--- src/hw/rtl/tta_pkg.sv ---
`timescale 1ns / 1ps

package tta_pkg;

	// sizes of the set and of the arithmetic
	localparam int MAX_ITEMS   = 256;
	localparam int WEIGHT_BITS = 16;
	localparam int IDX_W       = 8;
	localparam int CNT_W       = $clog2(MAX_ITEMS + 2);
	localparam int N_CELLS     = 3;
	localparam int Q_W         = 16;
	localparam int S_W         = Q_W + 1;
	localparam int DIV_W       = (WEIGHT_BITS > Q_W + 2) ? WEIGHT_BITS : Q_W + 2;
	localparam int STEP_W      = $clog2(Q_W + 1);
	localparam int EXP_W       = 4;
	localparam int ALPHA_W     = 8;
	localparam int STAT_W      = 2;
	localparam int IN_TDATA_W  = ((WEIGHT_BITS + 7) / 8) * 8;
	localparam int OUT_TDATA_W = 2 * IDX_W + 2 * ALPHA_W;

	// status codes
	localparam logic [STAT_W-1:0] STAT_OK       = 2'd0;
	localparam logic [STAT_W-1:0] STAT_TOO_FEW  = 2'd1;
	localparam logic [STAT_W-1:0] STAT_TOO_MANY = 2'd2;

	// fixed alphas for a tie or zero margin
	localparam logic [ALPHA_W-1:0] ALPHA_TIE_WIN = 8'd128;
	localparam logic [ALPHA_W-1:0] ALPHA_TIE_RUN = 8'd127;
	localparam logic [ALPHA_W-1:0] ALPHA_FULL    = 8'd255;

	// one ranked entry held by a cell
	typedef struct packed {
		logic                   valid;
		logic [WEIGHT_BITS-1:0] weight;
		logic [IDX_W-1:0]       index;
	} tta_entry_t;

endpackage

--- src/hw/rtl/top_two_alpha_split.sv ---
`timescale 1ns / 1ps

// Top-two alpha split.
// Input stream s_*: one weight per request in s_tdata, s_tlast closes a set.
// Weights are indexed by arrival order and ranked by a row of three cells;
// accepted weights are ranked as taken and stream at one a cycle while collecting.
// After the request with s_tlast the block stops taking weights while it
// forms the result: a compare state, the ratio divide (load, 16 quotient bits,
// hand-off), one multiply of the power per unit of the exponent, the start of
// the share divide and the divide (load, 8 quotient bits, hand-off), then the
// output register loads and m_tvalid rises. A tie or an error status goes from
// the compare straight to the output register. A new set is then taken at once.
// Output stream m_*: one request per set with indices, alphas and the status
// in m_tuser. The result sits in an output register; if the receiver stalls,
// the next set is still collected, and only its result waits for the slot.
// Config channel cfg_*: the exponent, written between sets; always ready.
// Reset empties the cells, zeroes the count and sets the exponent to one.
module top_two_alpha_split (
	input  logic                                clk,
	input  logic                                arst_n,
	input  logic                                s_tvalid,
	output logic                                s_tready,
	input  logic [tta_pkg::IN_TDATA_W-1:0]      s_tdata,   // weight
	input  logic                                s_tlast,   // is_last
	output logic                                m_tvalid,
	input  logic                                m_tready,
	// winner_index, winner_alpha, runner_up_index, runner_up_alpha
	output logic [tta_pkg::OUT_TDATA_W-1:0]     m_tdata,
	output logic [tta_pkg::STAT_W-1:0]          m_tuser,   // status
	input  logic                                cfg_valid,
	output logic                                cfg_ready,
	input  logic [tta_pkg::EXP_W-1:0]           cfg_data   // exponent
);

	typedef enum logic [2:0] {
		ST_COLLECT,
		ST_CHECK,
		ST_DIV1,
		ST_POW,
		ST_MUL,
		ST_DIV2,
		ST_OUT
	} state_t;

	state_t                              state_q;
	logic [tta_pkg::EXP_W-1:0]           exp_q;
	logic [tta_pkg::CNT_W-1:0]           count_q;
	logic [tta_pkg::Q_W-1:0]             ratio_q;
	logic [tta_pkg::S_W-1:0]             pow_q;
	logic [tta_pkg::S_W+tta_pkg::Q_W-1:0] prod_s1;
	logic [tta_pkg::EXP_W-1:0]           k_q;
	logic [tta_pkg::ALPHA_W-1:0]         win_alpha_q;
	logic [tta_pkg::ALPHA_W-1:0]         run_alpha_q;
	logic [tta_pkg::STAT_W-1:0]          stat_q;
	logic                                m_tvalid_q;
	logic [tta_pkg::OUT_TDATA_W-1:0]     m_tdata_q;
	logic [tta_pkg::STAT_W-1:0]          m_tuser_q;
	logic                                div_start_q;
	logic [tta_pkg::DIV_W-1:0]           div_rem_q;
	logic [tta_pkg::Q_W-1:0]             div_lo_q;
	logic [tta_pkg::DIV_W-1:0]           div_den_q;
	logic [tta_pkg::STEP_W-1:0]          div_steps_q;
	logic                                div_done;
	logic [tta_pkg::Q_W-1:0]             div_quot;

	logic                                accept;
	logic                                ins;
	logic                                clr;
	logic                                out_free;
	logic [tta_pkg::STAT_W-1:0]          stat_now;
	logic [tta_pkg::WEIGHT_BITS-1:0]     w_top;
	logic [tta_pkg::WEIGHT_BITS-1:0]     w_run;
	logic [tta_pkg::WEIGHT_BITS-1:0]     w_third;
	logic [tta_pkg::S_W+8-1:0]           n255;
	tta_pkg::tta_entry_t                 new_entry;
	tta_pkg::tta_entry_t                 cell_entry [tta_pkg::N_CELLS];
	tta_pkg::tta_entry_t                 cell_prev  [tta_pkg::N_CELLS];
	logic                                cell_take  [tta_pkg::N_CELLS];
	logic                                cell_ptake [tta_pkg::N_CELLS];

	assign s_tready  = (state_q == ST_COLLECT);
	assign cfg_ready = 1'b1;
	assign m_tvalid  = m_tvalid_q;
	assign m_tdata   = m_tdata_q;
	assign m_tuser   = m_tuser_q;

	assign accept   = s_tvalid && s_tready;
	assign ins      = accept && (count_q < tta_pkg::CNT_W'(tta_pkg::MAX_ITEMS));
	assign out_free = !m_tvalid_q || m_tready;
	assign clr      = (state_q == ST_OUT) && out_free;

	assign new_entry = '{valid: 1'b1,
		weight: s_tdata[tta_pkg::WEIGHT_BITS-1:0],
		index: count_q[tta_pkg::IDX_W-1:0]};

	// row of ranking cells, rank 0 highest
	for (genvar i = 0; i < tta_pkg::N_CELLS; i++) begin : g_cell
		if (i == 0) begin : g_head
			assign cell_prev[i]  = '0;
			assign cell_ptake[i] = 1'b0;
		end else begin : g_link
			assign cell_prev[i]  = cell_entry[i-1];
			assign cell_ptake[i] = cell_take[i-1];
		end
		tta_cell u_cell (
			.clk        (clk),
			.arst_n     (arst_n),
			.ins        (ins),
			.clr        (clr),
			.new_entry  (new_entry),
			.prev_entry (cell_prev[i]),
			.prev_take  (cell_ptake[i]),
			.take       (cell_take[i]),
			.entry      (cell_entry[i])
		);
	end

	tta_div u_div (
		.clk      (clk),
		.arst_n   (arst_n),
		.start    (div_start_q),
		.rem_init (div_rem_q),
		.num_lo   (div_lo_q),
		.divisor  (div_den_q),
		.steps    (div_steps_q),
		.done     (div_done),
		.quot     (div_quot)
	);

	// set status and the three ranked weights
	always_comb begin
		if (count_q > tta_pkg::CNT_W'(tta_pkg::MAX_ITEMS)) begin
			stat_now = tta_pkg::STAT_TOO_MANY;
		end else if (count_q < tta_pkg::CNT_W'(tta_pkg::N_CELLS)) begin
			stat_now = tta_pkg::STAT_TOO_FEW;
		end else begin
			stat_now = tta_pkg::STAT_OK;
		end
	end
	assign w_top   = cell_entry[0].weight;
	assign w_run   = cell_entry[1].weight;
	assign w_third = cell_entry[2].weight;

	// 255 * s as a shift and subtract
	assign n255 = {pow_q, 8'b0} - {8'b0, pow_q};

	// exponent register
	always_ff @(posedge clk or negedge arst_n) begin
		if (!arst_n) begin
			exp_q <= tta_pkg::EXP_W'(1);
		end else if (cfg_valid && cfg_ready) begin
			exp_q <= cfg_data;
		end
	end

	// set count, saturating one past capacity
	always_ff @(posedge clk or negedge arst_n) begin
		if (!arst_n) begin
			count_q <= '0;
		end else if (clr) begin
			count_q <= '0;
		end else if (ins) begin
			count_q <= count_q + 1'b1;
		end else if (accept) begin
			count_q <= tta_pkg::CNT_W'(tta_pkg::MAX_ITEMS + 1);
		end
	end

	// result sequencer and output register
	always_ff @(posedge clk or negedge arst_n) begin
		if (!arst_n) begin
			state_q     <= ST_COLLECT;
			m_tvalid_q  <= 1'b0;
			div_start_q <= 1'b0;
		end else begin
			// start pulse lasts one cycle; it is never raised in the cycle after
			if (div_start_q) begin
				div_start_q <= 1'b0;
			end
			// ST_OUT reloads the slot itself
			if (m_tvalid_q && m_tready && state_q != ST_OUT) begin
				m_tvalid_q <= 1'b0;
			end
			case (state_q)
				ST_COLLECT: begin
					if (accept && s_tlast) begin
						state_q <= ST_CHECK;
					end
				end
				ST_CHECK: begin
					stat_q <= stat_now;
					if (stat_now != tta_pkg::STAT_OK) begin
						win_alpha_q <= '0;
						run_alpha_q <= '0;
						state_q     <= ST_OUT;
					end else if (w_top == w_third || w_top == w_run) begin
						win_alpha_q <= tta_pkg::ALPHA_TIE_WIN;
						run_alpha_q <= tta_pkg::ALPHA_TIE_RUN;
						state_q     <= ST_OUT;
					end else begin
						// ratio (r-b)/(w-b) in Q0.16
						div_start_q <= 1'b1;
						div_rem_q   <= tta_pkg::DIV_W'(w_run - w_third);
						div_lo_q    <= '0;
						div_den_q   <= tta_pkg::DIV_W'(w_top - w_third);
						div_steps_q <= tta_pkg::STEP_W'(tta_pkg::Q_W);
						state_q     <= ST_DIV1;
					end
				end
				ST_DIV1: begin
					if (div_done) begin
						ratio_q <= div_quot;
						pow_q   <= tta_pkg::S_W'(1) << tta_pkg::Q_W;
						k_q     <= '0;
						state_q <= ST_POW;
					end
				end
				ST_POW: begin
					if (k_q == exp_q) begin
						// share = 255*s / (1.0 + s), quotient below 256
						div_start_q <= 1'b1;
						div_rem_q   <= tta_pkg::DIV_W'(n255[tta_pkg::S_W+8-1:8]);
						div_lo_q    <= {n255[7:0], 8'b0};
						div_den_q   <= (tta_pkg::DIV_W'(1) << tta_pkg::Q_W)
							+ tta_pkg::DIV_W'(pow_q);
						div_steps_q <= tta_pkg::STEP_W'(8);
						state_q     <= ST_DIV2;
					end else begin
						prod_s1 <= pow_q * ratio_q;
						state_q <= ST_MUL;
					end
				end
				ST_MUL: begin
					// truncating product, back to Q1.16
					pow_q   <= prod_s1[tta_pkg::S_W+tta_pkg::Q_W-1:tta_pkg::Q_W];
					k_q     <= k_q + 1'b1;
					state_q <= ST_POW;
				end
				ST_DIV2: begin
					if (div_done) begin
						run_alpha_q <= div_quot[tta_pkg::ALPHA_W-1:0];
						win_alpha_q <= tta_pkg::ALPHA_FULL - div_quot[tta_pkg::ALPHA_W-1:0];
						state_q     <= ST_OUT;
					end
				end
				ST_OUT: begin
					if (out_free) begin
						m_tvalid_q <= 1'b1;
						m_tuser_q  <= stat_q;
						if (stat_q == tta_pkg::STAT_OK) begin
							m_tdata_q <= {run_alpha_q, cell_entry[1].index,
								win_alpha_q, cell_entry[0].index};
						end else begin
							m_tdata_q <= '0;
						end
						state_q <= ST_COLLECT;
					end
				end
				default: begin
					state_q <= ST_COLLECT;
				end
			endcase
		end
	end

	// ranks 0 and 1 stay in descending order
	a_cell_order: assert property (@(posedge clk) disable iff (!arst_n)
		cell_entry[1].valid |-> (cell_entry[0].weight >= cell_entry[1].weight))
		else $error("cells out of order");

	// a filled rank 2 has ranks 0 and 1 filled above it
	a_cell_fill: assert property (@(posedge clk) disable iff (!arst_n)
		cell_entry[2].valid |-> (cell_entry[1].valid && cell_entry[0].valid))
		else $error("gap in ranked cells");

	// a good result splits the full alpha between the two
	a_alpha_sum: assert property (@(posedge clk) disable iff (!arst_n)
		(m_tvalid && m_tuser == tta_pkg::STAT_OK) |->
		(({1'b0, m_tdata[15:8]} + {1'b0, m_tdata[31:24]}) == 9'd255))
		else $error("alphas do not sum to full scale");

	// runner-up never outweighs the winner
	a_run_le_win: assert property (@(posedge clk) disable iff (!arst_n)
		(m_tvalid && m_tuser == tta_pkg::STAT_OK) |-> (m_tdata[31:24] <= 8'd127))
		else $error("runner-up alpha above half");

endmodule

--- src/hw/rtl/tta_cell.sv ---
`timescale 1ns / 1ps

// One rank of the top-three list: takes the new entry or the one handed
// down from the rank above, and hands its own old entry to the rank below.
module tta_cell (
	input  logic               clk,
	input  logic               arst_n,
	input  logic               ins,
	input  logic               clr,
	input  tta_pkg::tta_entry_t new_entry,
	input  tta_pkg::tta_entry_t prev_entry,
	input  logic               prev_take,
	output logic               take,
	output tta_pkg::tta_entry_t entry
);

	logic                            valid_q;
	logic [tta_pkg::WEIGHT_BITS-1:0] weight_q;
	logic [tta_pkg::IDX_W-1:0]       index_q;

	// new weight belongs here or above; later index wins on equal weights
	assign take  = !valid_q || (new_entry.weight >= weight_q);
	assign entry = '{valid: valid_q, weight: weight_q, index: index_q};

	// valid bit
	always_ff @(posedge clk or negedge arst_n) begin
		if (!arst_n) begin
			valid_q <= 1'b0;
		end else if (clr) begin
			valid_q <= 1'b0;
		end else if (ins) begin
			if (prev_take) begin
				valid_q <= prev_entry.valid;
			end else if (take) begin
				valid_q <= 1'b1;
			end
		end
	end

	// payload
	always_ff @(posedge clk) begin
		if (ins) begin
			if (prev_take) begin
				weight_q <= prev_entry.weight;
				index_q  <= prev_entry.index;
			end else if (take) begin
				weight_q <= new_entry.weight;
				index_q  <= new_entry.index;
			end
		end
	end

endmodule

--- src/hw/rtl/tta_div.sv ---
`timescale 1ns / 1ps

// Restoring divider, one quotient bit a cycle. The caller supplies the
// upper part of the dividend (already below the divisor) and the low bits.
module tta_div (
	input  logic                          clk,
	input  logic                          arst_n,
	input  logic                          start,
	input  logic [tta_pkg::DIV_W-1:0]     rem_init,
	input  logic [tta_pkg::Q_W-1:0]       num_lo,
	input  logic [tta_pkg::DIV_W-1:0]     divisor,
	input  logic [tta_pkg::STEP_W-1:0]    steps,
	output logic                          done,
	output logic [tta_pkg::Q_W-1:0]       quot
);

	logic                         busy_q;
	logic [tta_pkg::STEP_W-1:0]   cnt_q;
	logic [tta_pkg::DIV_W-1:0]    rem_q;
	logic [tta_pkg::DIV_W-1:0]    div_q;
	logic [tta_pkg::Q_W-1:0]      num_q;
	logic [tta_pkg::Q_W-1:0]      quot_q;
	logic [tta_pkg::DIV_W:0]      trial;
	logic [tta_pkg::DIV_W:0]      diff;
	logic                         ge;
	logic                         step;

	// trial subtract of the shifted remainder
	assign trial = {rem_q, num_q[tta_pkg::Q_W-1]};
	assign diff  = trial - {1'b0, div_q};
	assign ge    = trial >= {1'b0, div_q};
	assign step  = busy_q && (cnt_q != '0);
	assign done  = busy_q && (cnt_q == '0);
	assign quot  = quot_q;

	// control
	always_ff @(posedge clk or negedge arst_n) begin
		if (!arst_n) begin
			busy_q <= 1'b0;
			cnt_q  <= '0;
		end else if (start) begin
			busy_q <= 1'b1;
			cnt_q  <= steps;
		end else if (step) begin
			cnt_q <= cnt_q - 1'b1;
		end else if (done) begin
			busy_q <= 1'b0;
		end
	end

	// datapath
	always_ff @(posedge clk) begin
		if (start) begin
			rem_q  <= rem_init;
			num_q  <= num_lo;
			div_q  <= divisor;
			quot_q <= '0;
		end else if (step) begin
			rem_q  <= ge ? diff[tta_pkg::DIV_W-1:0] : trial[tta_pkg::DIV_W-1:0];
			num_q  <= {num_q[tta_pkg::Q_W-2:0], 1'b0};
			quot_q <= {quot_q[tta_pkg::Q_W-2:0], ge};
		end
	end

endmodule

--- config.mk ---
export PLATFORM = sky130hd
export DESIGN_NAME = top_two_alpha_split
export DESIGN_NICKNAME = d
export VERILOG_FILES = /design/src/hw/rtl/tta_pkg.sv /design/src/hw/rtl/top_two_alpha_split.sv /design/src/hw/rtl/tta_cell.sv /design/src/hw/rtl/tta_div.sv
export SDC_FILE = /design/constraint.sdc
export NUM_CORES = 1
export LEC_CHECK = 0
export ABC_AREA = 1
export BUFFER_PORTS_ARGS = -buffer_cell sky130_fd_sc_hd__buf_2
export CAP_MARGIN = 20
export CORE_AREA = 3 3 228 230
export CTS_BUF_LIST = sky130_fd_sc_hd__clkbuf_16
export DETAILED_ROUTE_END_ITERATION = 7
export DIE_AREA = 0 0 231 233
export PLACE_DENSITY_LB_ADDON = 0.08
export SYNTH_ARGS = -nofsm -noshare
export SYNTH_HDL_FRONTEND = slang
export SYNTH_SLANG_ARGS = --single-unit
--- constraint.sdc ---
create_clock -name clk -period 6.4 [get_ports clk]
set_input_delay 1.28 -clock clk [delete_from_list [all_inputs] [get_ports clk]]
set_output_delay 1.28 -clock clk [all_outputs]
set_load 0.05 [all_outputs]
==> results.py <==
metrics = {
    "yosys": {
        "synth_top_cell_area_share_pct": 29.50,
        "syn_inst": 3252,
        "syn_nets": 3703,
        "synth_edf_count": 260,
        "synth_area_leaders": "edfxtp_1, fa_1, nand2_1",
        "ys.warnings.count": 0,
        "synthTopCellsByCount": "nand2_1, inv_1, edfxtp_1, nor2_1, ha_1",
        "syn_area_um2": 26460,
        "yosysMostFrequentCell": "nand2_1",
        "yosys.cell_types.count": 52,
        "ys_async_sr_fraction_pct": 8.911,
        "avgSynthCellArea_um2": 8.137,
        "yosysTopAreaCell": "edfxtp_1",
        "ys.flop_type": "edfxtp_1",
        "ys_ff_latch": 303,
        "ys_seq_area_share_pct": 33.27,
    },
    "clocking": {
        "cts_hold_buffers": 0,
        "insertion_delay_ns": 0.56,
        "cts_tree": "done",
        "clock_sinks": 303,
        "htreeDepth": 2,
        "clockRootBuffer": "clkbuf_16",
        "clockBufferDepth": 3,
        "clkTransAtPathRegs_ns": 0.06,
        "cts_buffers": 37,
    },
    "status": {
        "status": "finished, final reports clean",
    },
    "detailed_routing": {
        "drt_iter0_drc": 1327,
        "drc": 0,
        "vias": 20910,
        "routedWlPerCell_um": 17.36,
        "vias_per_cell": 5.182,
        "ant_nets": 0,
        "wl_um": 70030,
        "dr.pass1.iters": 5,
    },
    "timing": {
        "setup_viol_count_final": 0,
        "fin_skew_ns": 0.02204,
        "tightest_slew_ns": 1.051,
        "period_needed_ns": 6.081,
        "final_hold_viol_count": 0,
        "fmax_mhz": 164.4,
        "period_share_pct": 95.02,
        "finalSetupTns_ns": 0,
        "rsz0062_at_grt": "false",
        "relSlewSlack_pct": 29.83,
        "drv_slew": 0,
    },
    "final_layout": {
        "diodes": 0,
        "nFillCells": 4695,
        "drive_above_1_share_pct": 6.839,
        "fin_nets": 3785,
        "syn_to_final_growth_pct": 9.957,
    },
    "min_path": {
        "hold_class": "flip-flop to flip-flop",
        "worstHoldStart": "div_den_q[16]",
    },
    "worst_setup_path": {
        "cp.arrival_ns": 6.39,
        "start_kind": "flip-flop",
        "cp-startpoint": "pow_q[8]",
        "worst-path-max-fanout": 14,
        "end_kind": "flip-flop",
        "r2r_start": "pow_q[8]",
        "worstPathRequired_ns": 6.71,
        "crit_type": "flip-flop to flip-flop",
    },
    "grt": {
        "grt_pass1_vias": 21350,
        "grt_max_degree": 50,
        "antenna_found_initial": 0,
        "overflow": 0,
        "grt_pass1_wl_um": 113000,
        "grt.total_usage_pct": 26.64,
    },
    "die": {
        "die_h_um": 233,
        "die_width_um": 231,
        "rows": 82,
        "core-area_um2": 50070,
        "start_util_pct": 52.85,
        "die_area_um2": 53820,
        "pin_count": 63,
    },
    "flow_run": {
        "maxCapViolCount": 0,
    },
    "place": {
        "post-dp-hpwl_um": 55310,
        "portBuffers": 61,
        "gp_congestion": 0.9282,
    },
}
==> timing repair <==
item	in CTS	in global routing
setup buffers	0	30
gates resized for setup	0	1
endpoints found under the setup margin	0	3
==> final timing paths <==
| path | cells after the start | to | slack (ns) |
|---|---|---|---|
| setup / recovery | 18 | prod_s1[26] | 0.32 |
| hold / removal | 0 | u_div.div_q[16] | 0.42 |
| setup reg to reg | 18 | prod_s1[26] | 0.32 |
| hold reg to reg | 0 | u_div.div_q[16] | 0.42 |
| max in group asynchronous | 1 | g_cell[2].u_cell.valid_q | 5.02 |
| min in group asynchronous | 1 | count_q[1] | 0.83 |
==> cell type report <==
class,instances,area [um^2],share of cell area [%]
Multi-Input combinational cell,2122,14550,50.01
Clock inverter,30,245.2,0.8428
Timing Repair Buffer,144,978.4,3.363
Inverter,726,2725,9.365
Clock buffer,38,950.9,3.268
Tap cell,672,840.8,2.890
Sequential cell,303,8805,30.26
==> sequential cells by signal, summed over array words and instances (netlist names), 17 cells and up <==
signal                  count
prod_s1                    17
g_cell.u_cell.weight_q     48
m_tdata                    32
u_div.rem_q                18
div_rem_q                  18
pow_q                      17
u_div.div_q                18
div_den_q                  18
==> metal layers <==
layer  up-vias  GRT usage, %  routed length, um  share of wire (%)
li1      10280             -                  -                  -
met1      9978         33.38              29270                 42
met2       513         45.94              34450                 49
met3       141         4.016               3250                4.6
met4         0         11.60               3054                4.4
met5         -             0                  0                  0
==> cell usage in the layout (no fill, tap or decap), types with 4 or more instances in the layout <==
master     instances
o21a_1             9
nor2_1           235
buf_2             61
clkinv_2           4
edfxtp_1         260
nand2_2            5
nand3b_1          21
o21bai_1          10
buf_4             79
inv_1            730
a31oi_1            4
a21o_1             6
clkbuf_16         38
buf_12             4
xnor2_1           14
dfrtp_1           26
dfxtp_1           16
inv_2              5
xor2_1            30
clkinv_1           8
a21oi_1          121
ha_1             215
nor3_1            27
or2_2              6
o21ai_0          142
o21ai_1            6
nand4_1           24
o22ai_1           16
nand3_1          150
fa_1             210
nand2_1          830
==> kinds of logic (layout without fill, tap and decap cells) <==
family	Yosys count	in the layout	synth area share, %
buffers and inverters	827	938	11.91
other	1	1	0.01417
flip-flops	303	303	33.27
multiplexers	3	3	0.1277
XOR/XNOR	44	44	1.456
AND/OR/NAND/NOR	1321	1321	20.50
AO/OA/AOI/OAI	328	328	6.667
adder cells (fa/ha/maj)	425	425	26.05
==> stage by stage <==
stage	util [%]	hold slack [ns]	area, um^2	instances	setup WS, ns
after CTS	57.54	0.4176	28810	4004	0.1177
final	58.12	0.4167	29100	4035	0.3186
after detailed placement	55.15	0.4045	27610	3936	0.1528
after floorplan	-	0.4003	26460	3252	0.7067
after global routing	58.12	0.4206	29100	4035	0.01802
after global placement	55.15	0.4014	27610	3936	0.1725
==> worst max-delay path: stages, from the launching register on <==
cell and delay [ns]:
edfxtp_1 0.80, nand2_1 0.17, fa_1 0.56, inv_1 0.05, fa_1 0.46, fa_1 0.54
fa_1 0.52, fa_1 0.55, inv_1 0.06, fa_1 0.54, inv_1 0.05, ha_1 0.41
nand2_1 0.15, nor2_1 0.18, inv_1 0.12, nor3_1 0.36, nand3_1 0.17, nand3_1 0.10
nand2_1 0.06
Power is not shown: default switching activity piles up to over one toggle a cycle in this logic, so the estimate is an artifact.
